File: config.mk
export PLATFORM = sky130hd
export DESIGN_NAME = match_line_field_extractor_flat
export DESIGN_NICKNAME = d
export VERILOG_FILES = /design/src/rtl/mlfe_pkg.sv /design/src/rtl/mlfe_if.sv /design/src/rtl/match_line_field_extractor.sv /design/src/flat_wrapper.sv
export SDC_FILE = /design/constraint.sdc
export NUM_CORES = 1
export LEC_CHECK = 0
export ABC_AREA = 1
export BUFFER_PORTS_ARGS = -buffer_cell sky130_fd_sc_hd__buf_2
export CORE_MARGIN = 3
export CORE_UTILIZATION = 55
export CTS_BUF_LIST = sky130_fd_sc_hd__clkbuf_2
export DETAILED_ROUTE_END_ITERATION = 6
export PLACE_DENSITY = 0.83
export SYNTH_ARGS = -nofsm -noshare
export SYNTH_HDL_FRONTEND = slang
export SYNTH_SLANG_ARGS = --single-unit
File: constraint.sdc
create_clock -name clk -period 10.4 [get_ports clk]
set_input_delay 2.6 -clock clk [delete_from_list [all_inputs] [get_ports clk]]
set_output_delay 2.6 -clock clk [all_outputs]
set_load 0.03 [all_outputs]
File: src/rtl/mlfe_pkg.sv
package mlfe_pkg;

	localparam int VALUE_BITS = 32;
	localparam int OUT_BITS = 32;
	localparam int NUM_CAPS = 4;
	localparam int COL_BITS = 8;
	localparam int CFG_ADDR_BITS = 8;

	localparam logic [COL_BITS-1:0] TOKEN_MAX = '1;

	// register indexes on the configuration port
	localparam logic [CFG_ADDR_BITS-1:0] REG_FIRST_ID_COL = 8'd0;
	localparam logic [CFG_ADDR_BITS-1:0] REG_SECOND_ID_COL = 8'd1;
	localparam logic [CFG_ADDR_BITS-1:0] REG_START_COL = 8'd2;
	localparam logic [CFG_ADDR_BITS-1:0] REG_END_COL = 8'd3;

	localparam logic [COL_BITS-1:0] COL_RESET [NUM_CAPS] = '{8'd1, 8'd3, 8'd7, 8'd8};

	// saturation limit 2^(VALUE_BITS-1) and the overflow threshold pieces
	localparam logic [VALUE_BITS-1:0] SAT_LIMIT = VALUE_BITS'(1) << (VALUE_BITS - 1);
	localparam logic [VALUE_BITS-1:0] SAT_MAX = SAT_LIMIT - VALUE_BITS'(1);
	localparam logic [VALUE_BITS-1:0] SAT_QUOT = SAT_LIMIT / 10;
	localparam logic [3:0] SAT_REM = 4'(SAT_LIMIT % 10);

	localparam logic [7:0] CH_SPACE = 8'h20;
	localparam logic [7:0] CH_TAB = 8'h09;
	localparam logic [7:0] CH_CR = 8'h0D;
	localparam logic [7:0] CH_ZERO = 8'h30;
	localparam logic [7:0] CH_NINE = 8'h39;
	localparam logic [7:0] CH_PLUS = 8'h2B;
	localparam logic [7:0] CH_MINUS = 8'h2D;

	typedef enum logic [1:0] {
		PH_START,
		PH_DIGITS,
		PH_STOP
	} phase_t;

	typedef struct packed {
		logic [7:0] char_code;
		logic       char_valid;
		logic       line_end;
	} in_item_t;

	typedef struct packed {
		logic signed [OUT_BITS-1:0] first_id;
		logic signed [OUT_BITS-1:0] second_id;
		logic signed [OUT_BITS-1:0] seg_start;
		logic signed [OUT_BITS-1:0] seg_end;
		logic                       empty_line;
	} out_item_t;

endpackage

File: src/rtl/mlfe_if.sv
interface mlfe_in_if import mlfe_pkg::*; ();
	logic     valid;
	logic     ready;
	in_item_t data;

	modport source (output valid, output data, input ready);
	modport sink (input valid, input data, output ready);
endinterface

interface mlfe_out_if import mlfe_pkg::*; ();
	logic      valid;
	logic      ready;
	out_item_t data;

	modport source (output valid, output data, input ready);
	modport sink (input valid, input data, output ready);
endinterface

interface mlfe_cfg_if import mlfe_pkg::*; ();
	logic                     valid;
	logic                     ready;
	logic [CFG_ADDR_BITS-1:0] addr;
	logic [COL_BITS-1:0]      data;

	modport source (output valid, output addr, output data, input ready);
	modport sink (input valid, input addr, input data, output ready);
endinterface

File: src/rtl/match_line_field_extractor.sv
// A line_end transaction is registered into item_s1, and its record is then registered into out_data_q.
// Throughput: one character transaction per cycle unless a line_end item is held
// behind an occupied output; the per-character token update (shift-add by ten
// plus saturation compare) finishes in the single stage after the input register.
// Reset: arst_n clears the token state, both valid flags and restores the column
// registers to 1, 3, 7, 8.
module match_line_field_extractor import mlfe_pkg::*; (
	input logic        clk,
	input logic        arst_n,
	mlfe_in_if.sink    in_ch,
	mlfe_out_if.source out_ch,
	mlfe_cfg_if.sink   cfg
);

	logic [COL_BITS-1:0]   col_q [NUM_CAPS];
	in_item_t              item_s1;
	logic                  valid_s1;
	logic                  adv_s1;
	logic                  in_ready;

	logic [COL_BITS-1:0]   idx_q, idx_n;
	logic [VALUE_BITS-1:0] mag_q, mag_n;
	logic                  neg_q, neg_n;
	phase_t                phase_q, phase_n;
	logic [VALUE_BITS-1:0] caps_q [NUM_CAPS];
	logic [VALUE_BITS-1:0] caps_n [NUM_CAPS];
	logic                  has_q, has_n;

	logic                  out_valid_q;
	out_item_t             out_data_q;
	out_item_t             rec;

	logic [7:0]            c;
	logic                  is_ws;
	logic                  is_digit;
	logic [3:0]            digit;
	logic [VALUE_BITS-1:0] thresh;
	logic [VALUE_BITS-1:0] mag_x10;
	logic [VALUE_BITS-1:0] tok_val;

	assign cfg.ready = 1'b1;

	always_ff @(posedge clk or negedge arst_n) begin
		if (!arst_n) begin
			for (int k = 0; k < NUM_CAPS; k++) begin
				col_q[k] <= COL_RESET[k];
			end
		end else if (cfg.valid) begin
			case (cfg.addr)
				REG_FIRST_ID_COL:  col_q[0] <= cfg.data;
				REG_SECOND_ID_COL: col_q[1] <= cfg.data;
				REG_START_COL:     col_q[2] <= cfg.data;
				REG_END_COL:       col_q[3] <= cfg.data;
				default: ;
			endcase
		end
	end

	// the stage stalls only when it holds a record and the output is still occupied
	assign adv_s1 = valid_s1 && (!item_s1.line_end || !out_valid_q || out_ch.ready);
	assign in_ready = !valid_s1 || adv_s1;
	assign in_ch.ready = in_ready;

	always_ff @(posedge clk or negedge arst_n) begin
		if (!arst_n) begin
			valid_s1 <= 1'b0;
		end else if (in_ready) begin
			valid_s1 <= in_ch.valid;
		end
	end

	always_ff @(posedge clk) begin
		if (in_ready && in_ch.valid) begin
			item_s1 <= in_ch.data;
		end
	end

	assign c = item_s1.char_code;
	assign is_ws = (c == CH_SPACE) || (c inside {[CH_TAB:CH_CR]});
	assign is_digit = c inside {[CH_ZERO:CH_NINE]};
	assign digit = 4'(c - CH_ZERO);
	// floor((SAT_LIMIT - d) / 10) for a single digit d
	assign thresh = (digit > SAT_REM) ? SAT_QUOT - VALUE_BITS'(1) : SAT_QUOT;
	assign mag_x10 = (mag_q << 3) + (mag_q << 1);
	assign tok_val = neg_q ? (VALUE_BITS'(0) - mag_q) : ((mag_q > SAT_MAX) ? SAT_MAX : mag_q);

	always_comb begin
		idx_n = idx_q;
		mag_n = mag_q;
		neg_n = neg_q;
		phase_n = phase_q;
		has_n = has_q;
		for (int k = 0; k < NUM_CAPS; k++) begin
			caps_n[k] = caps_q[k];
		end
		if (item_s1.char_valid) begin
			has_n = 1'b1;
			if (is_ws) begin
				for (int k = 0; k < NUM_CAPS; k++) begin
					if (col_q[k] == idx_q) begin
						caps_n[k] = tok_val;
					end
				end
				if (idx_q != TOKEN_MAX) begin
					idx_n = idx_q + COL_BITS'(1);
				end
				mag_n = '0;
				neg_n = 1'b0;
				phase_n = PH_START;
			end else if (phase_q != PH_STOP) begin
				if (is_digit) begin
					if (mag_q > thresh) begin
						mag_n = SAT_LIMIT;
					end else begin
						mag_n = mag_x10 + VALUE_BITS'(digit);
					end
					phase_n = PH_DIGITS;
				end else if (phase_q == PH_START && (c == CH_PLUS || c == CH_MINUS)) begin
					neg_n = (c == CH_MINUS);
					phase_n = PH_DIGITS;
				end else begin
					phase_n = PH_STOP;
				end
			end
		end
	end

	always_comb begin
		rec.empty_line = !has_n;
		rec.first_id = has_n ? OUT_BITS'(signed'(caps_n[0])) : '0;
		rec.second_id = has_n ? OUT_BITS'(signed'(caps_n[1])) : '0;
		rec.seg_start = has_n ? OUT_BITS'(signed'(caps_n[2])) : '0;
		rec.seg_end = has_n ? OUT_BITS'(signed'(caps_n[3])) : '0;
	end

	always_ff @(posedge clk or negedge arst_n) begin
		if (!arst_n) begin
			idx_q <= '0;
			mag_q <= '0;
			neg_q <= 1'b0;
			phase_q <= PH_START;
			has_q <= 1'b0;
			for (int k = 0; k < NUM_CAPS; k++) begin
				caps_q[k] <= '0;
			end
		end else if (adv_s1) begin
			if (item_s1.line_end) begin
				// start a fresh line
				idx_q <= '0;
				mag_q <= '0;
				neg_q <= 1'b0;
				phase_q <= PH_START;
				has_q <= 1'b0;
				for (int k = 0; k < NUM_CAPS; k++) begin
					caps_q[k] <= '0;
				end
			end else begin
				idx_q <= idx_n;
				mag_q <= mag_n;
				neg_q <= neg_n;
				phase_q <= phase_n;
				has_q <= has_n;
				for (int k = 0; k < NUM_CAPS; k++) begin
					caps_q[k] <= caps_n[k];
				end
			end
		end
	end

	always_ff @(posedge clk or negedge arst_n) begin
		if (!arst_n) begin
			out_valid_q <= 1'b0;
		end else if (adv_s1 && item_s1.line_end) begin
			out_valid_q <= 1'b1;
		end else if (out_ch.ready) begin
			out_valid_q <= 1'b0;
		end
	end

	always_ff @(posedge clk) begin
		if (adv_s1 && item_s1.line_end) begin
			out_data_q <= rec;
		end
	end

	assign out_ch.valid = out_valid_q;
	assign out_ch.data = out_data_q;

endmodule

File: src/flat_wrapper.sv
// flat-port wrapper written by rule: the top's interface ports become plain ports
module match_line_field_extractor_flat import mlfe_pkg::*;
  (clk, arst_n, in_ch_valid, in_ch_data, in_ch_ready, out_ch_valid, out_ch_data, out_ch_ready, cfg_valid, cfg_addr, cfg_data, cfg_ready);
  mlfe_in_if in_ch_i ();
  mlfe_out_if out_ch_i ();
  mlfe_cfg_if cfg_i ();
  input logic clk;
  input logic arst_n;
  input wire logic [$bits(in_ch_i.valid)-1:0] in_ch_valid;
  input wire logic [$bits(in_ch_i.data)-1:0] in_ch_data;
  output wire logic [$bits(in_ch_i.ready)-1:0] in_ch_ready;
  output wire logic [$bits(out_ch_i.valid)-1:0] out_ch_valid;
  output wire logic [$bits(out_ch_i.data)-1:0] out_ch_data;
  input wire logic [$bits(out_ch_i.ready)-1:0] out_ch_ready;
  input wire logic [$bits(cfg_i.valid)-1:0] cfg_valid;
  input wire logic [$bits(cfg_i.addr)-1:0] cfg_addr;
  input wire logic [$bits(cfg_i.data)-1:0] cfg_data;
  output wire logic [$bits(cfg_i.ready)-1:0] cfg_ready;
  assign in_ch_i.valid = in_ch_valid;
  assign in_ch_i.data = in_ch_data;
  assign in_ch_ready = in_ch_i.ready;
  assign out_ch_valid = out_ch_i.valid;
  assign out_ch_data = out_ch_i.data;
  assign out_ch_i.ready = out_ch_ready;
  assign cfg_i.valid = cfg_valid;
  assign cfg_i.addr = cfg_addr;
  assign cfg_i.data = cfg_data;
  assign cfg_ready = cfg_i.ready;
  match_line_field_extractor u_core (.clk(clk), .arst_n(arst_n), .in_ch(in_ch_i), .out_ch(out_ch_i), .cfg(cfg_i));
endmodule
==> impl_metrics.tcl <==
set metrics [dict create \
    hold_crit_start "u_core.caps_q[55]$_DFFE_PN0P_" \
    yosys_most_used_dff "sky130_fd_sc_hd__dfrtp_1" \
    ys.warnings.count 0 \
    worstHoldEndpoint "u_core.caps_q[55]$_DFFE_PN0P_" \
    endpoint_kind "output port" \
    cts.clk_slew.worst_paths_ns 0.09 \
    critical_path_required_ns 7.80 \
    crit_path_setup_slack_layout_ns 4.64 \
    setup_viol 0 \
    setup.worst_path.class "in -> out" \
    fin_tns_setup_ns 0 \
    postCtsResizedCells 0 \
    syn2layout_area_growth_pct 9.52 \
    crit_path_cell_trace "buf_2 > inv_1 > nand4_1 > buf_2" \
    clock_latency_ns 1.01 \
    syn_nets 2690 \
    worst_hold_path.num_cells 2 \
    maximum_number_of_pins_on_one_net_before_global_route_repair 105 \
    vias 17900 \
    hpwl_um 38300 \
    sequential_cell_area_fraction_in_the_yosys_report_pct 47.6 \
    post-route-period-util_pct 55.4 \
    drt-vias-per-instance 5.44 \
    std_cell_rows 68 \
    nFillCells 3046 \
    r2r_cells 7 \
    most_frequent_cp_cell "sky130_fd_sc_hd__buf_2" \
    crit-reg2reg-capture "u_core.out_ch.data[22]$_SDFFCE_PP0P_" \
    drt-wirelength-per-cell_um 16.2 \
    outcome "finished, final reports clean" \
    crit_path_max_fanout 3 \
    gpl.final_weighted_congestion 0.948 \
    drc_violations_left 0 \
    place_ws_ns 3.89 \
    arrival_time_of_the_worst_setup_path_ns 3.16 \
    clock_skew_ns 0.0926 \
    fp.dieH_um 195 \
    synth_edf_count 139 \
    initial_core_util_pct 56.3 \
    tritoncts "yes" \
    slew_viol_final 0 \
    postCtsSetupBuffers 0 \
    avgSynthCellArea_um2 7.56 \
    drt-initial-drc-count 2056 \
    synth_cell_type_count 49 \
    timing.max_slew.rel_slack_pct 17.7 \
    antenna_viol_nets_final 0 \
    layout-drive-gt1-share_pct 12.9 \
    die_area_mm2 0.0379 \
    timing.critical_path.slowest_cell_delay_ns 0.23 \
    worst_setup_path_start_kind "primary input" \
    grt_setup_unrepaired "false" \
    hold_buffers 0 \
    hold_class "reg -> reg" \
    layout_min_cycle_time_ns 5.76 \
    top_achievable_clock_speed_mhz 174 \
    globalRoute.totalOverflow 0 \
    synth-seq-cells 345 \
    p_per_area_mw_per_mm2 130 \
    async_flop_share_pct 59.7 \
    cts_max_level 3 \
    p_leak_nw 11.5 \
    netlist_area_mm2 0.0196 \
    max_cap_viol_count 0 \
    rrSetupSlack_ns 5.86 \
    drt-total-wl_um 53400 \
    clkSinkCount 345 \
    clock_root_buffer "sky130_fd_sc_hd__clkbuf_2" \
    grt_pass1_wl_um 85500 \
    first_global_vias 16700 \
    crit-reg2reg-launch "u_core.item_s1[0]$_DFFE_PP_" \
    num_io_pins 163 \
    worstMarginPinSlew_ns 1.23 \
    grt_util_overall_pct 27.6 \
    initial_drt_pass_iterations 6 \
    totalPowerFinal_mw 2.78 \
    vdd_ir_drop_max_uv 85.5 \
    grt_antenna_before_repair 2 \
    tritoncts.num_buffers 86 \
    clockBufferDepth 3 \
    postSynthCellCount 2594 \
    num-nets-final 2862 \
    cpMaxStageDelayCell "sky130_fd_sc_hd__buf_2" \
    io_buffers 161 \
    design.core.area_mm2 0.0348 \
    die_width_um 195 \
    report.final.hold_viol_count 0 \
]
## kinds of logic (layout without fill, tap and decap cells)
kind of cell | Yosys count | count (layout) | synth area share (%)
AO/OA/AOI/OAI | 224 | 224 | 6.18
XOR/XNOR | 29 | 29 | 1.30
adder cells (fa/ha/maj) | 65 | 65 | 4.23
buffers and inverters | 373 | 616 | 7.76
flip-flops | 345 | 345 | 47.6
other | 1 | 5 | 0.0191
AND/OR/NAND/NOR | 1557 | 1557 | 32.9
## through the flow
step | std cells | utilization (%) | hold WS (ns) | instance area [µm²]
finish | 3296 | 61.7 | 0.488 | 21500
global route | 3296 | 61.7 | 0.511 | 21500
CTS | 3292 | 61.7 | 0.489 | 21500
detailed placement | 3133 | 59.3 | 0.465 | 20600
global placement | 3133 | 59.3 | 0.461 | 20600
floorplan | 2594 | - | 0.449 | 19600
## synthesized netlist by cell type (2+ instances only)
library cell               instances  area share, %
sky130_fd_sc_hd__a21oi_1          43            1.1
sky130_fd_sc_hd__a21oi_2           2          0.089
sky130_fd_sc_hd__a31oi_1           2          0.064
sky130_fd_sc_hd__and2_1            9           0.29
sky130_fd_sc_hd__and3_1            3          0.096
sky130_fd_sc_hd__buf_1             3          0.057
sky130_fd_sc_hd__buf_2            15           0.38
sky130_fd_sc_hd__buf_4            11           0.42
sky130_fd_sc_hd__buf_6             8           0.46
sky130_fd_sc_hd__clkbuf_1         48           0.92
sky130_fd_sc_hd__dfrtp_1         199             25
sky130_fd_sc_hd__dfstp_2           7           0.94
sky130_fd_sc_hd__edfxtp_1        139             21
sky130_fd_sc_hd__fa_1              2           0.20
sky130_fd_sc_hd__ha_1             63            4.0
sky130_fd_sc_hd__inv_1           278            5.3
sky130_fd_sc_hd__inv_2             8           0.15
sky130_fd_sc_hd__nand2_1        1031             20
sky130_fd_sc_hd__nand2_2           2          0.064
sky130_fd_sc_hd__nand3_1         193            4.9
sky130_fd_sc_hd__nand3_2           2           0.10
sky130_fd_sc_hd__nand3_4           3           0.27
sky130_fd_sc_hd__nand3b_1          9           0.34
sky130_fd_sc_hd__nand4_1          36            1.1
sky130_fd_sc_hd__nor2_1          226            4.3
sky130_fd_sc_hd__nor2_2            6           0.19
sky130_fd_sc_hd__nor2_4            3           0.17
sky130_fd_sc_hd__nor3_1           12           0.31
sky130_fd_sc_hd__nor3b_1           2          0.077
sky130_fd_sc_hd__o211ai_1         25           0.96
sky130_fd_sc_hd__o21ai_0         133            3.4
sky130_fd_sc_hd__o21ai_1          11           0.28
sky130_fd_sc_hd__o21bai_1          2          0.077
sky130_fd_sc_hd__o22ai_1           3          0.096
sky130_fd_sc_hd__or2_2            14           0.45
sky130_fd_sc_hd__xnor2_1          10           0.45
sky130_fd_sc_hd__xor2_1           19           0.85
## layout make-up
cell class | count | area, µm² | area share [%]
Antenna cell | 4 | 10.0 | 0.0466
Clock buffer | 131 | 656 | 3.05
Clock inverter | 28 | 176 | 0.822
Inverter | 288 | 1080 | 5.05
Multi-Input combinational cell | 1876 | 8760 | 40.8
Sequential cell | 345 | 9340 | 43.5
Tap cell | 455 | 569 | 2.65
Timing Repair Buffer | 169 | 875 | 4.07
## layout by cell type, fill, tap and decap left out, types with 14 or more instances in the layout
| cell | instances |
|---|---|
| sky130_fd_sc_hd__nand2_1 | 1030 |
| sky130_fd_sc_hd__inv_1 | 277 |
| sky130_fd_sc_hd__nor2_1 | 224 |
| sky130_fd_sc_hd__dfrtp_1 | 199 |
| sky130_fd_sc_hd__nand3_1 | 193 |
| sky130_fd_sc_hd__buf_2 | 160 |
| sky130_fd_sc_hd__edfxtp_1 | 139 |
| sky130_fd_sc_hd__o21ai_0 | 133 |
| sky130_fd_sc_hd__clkbuf_2 | 131 |
| sky130_fd_sc_hd__ha_1 | 63 |
| sky130_fd_sc_hd__a21oi_1 | 43 |
| sky130_fd_sc_hd__nand4_1 | 36 |
| sky130_fd_sc_hd__o211ai_1 | 25 |
| sky130_fd_sc_hd__clkinv_1 | 20 |
| sky130_fd_sc_hd__xor2_1 | 19 |
| sky130_fd_sc_hd__or2_2 | 14 |
## registers in the layout, indices dropped and copies added (netlist names)
register,cells
u_core.caps_q,128
u_core.has_q,1
u_core.mag_q,32
u_core.out_ch.data,129
u_core.phase_q,2
u_core.neg_q,1
u_core.out_ch.valid,1
u_core.idx_q,8
u_core.col_q,32
u_core.valid_s1,1
u_core.c,8
u_core.item_s1,2
## worst max-delay path by stage
stage,startpoint,endpoint,slack [ns]
5_1_grt,out_ch_ready,in_ch_ready,4.59
3_3_place_gp,out_ch_ready,u_core.out_ch.data[22]$_SDFFCE_PP0P_,3.96
4_1_cts,out_ch_ready,in_ch_ready,4.65
2_1_floorplan,out_ch_ready,u_core.out_ch.data[0]$_DFFE_PP_,4.43
3_5_place_dp,out_ch_ready,u_core.out_ch.data[23]$_SDFFCE_PP0P_,3.89
6_report,out_ch_ready,in_ch_ready,4.64
## per-layer routing
layer	vias up	share of wire, %	GRT usage (%)
li1	8687	-	-
met5	-	0	0
met3	134	8.4	5.22
met2	783	45	43.6
met1	8317	42	38.0
met4	0	3.6	10.9
## worst max-delay path: cells and delay by family
| family | cells | cell delay, ns |
|---|---|---|
| and+or+nand+nor | 1 | 0.14 |
| buffers and inverters | 3 | 0.41 |
## report_power, final
group | total [mW] | internal [mW] | switching [mW]
Sequential | 1.50 | 1.47 | 0.0326
Clock | 0.948 | 0.387 | 0.561
Combinational | 0.331 | 0.0810 | 0.251
Total | 2.78 | 1.94 | 0.844
Power figures use the tool's default switching activity.
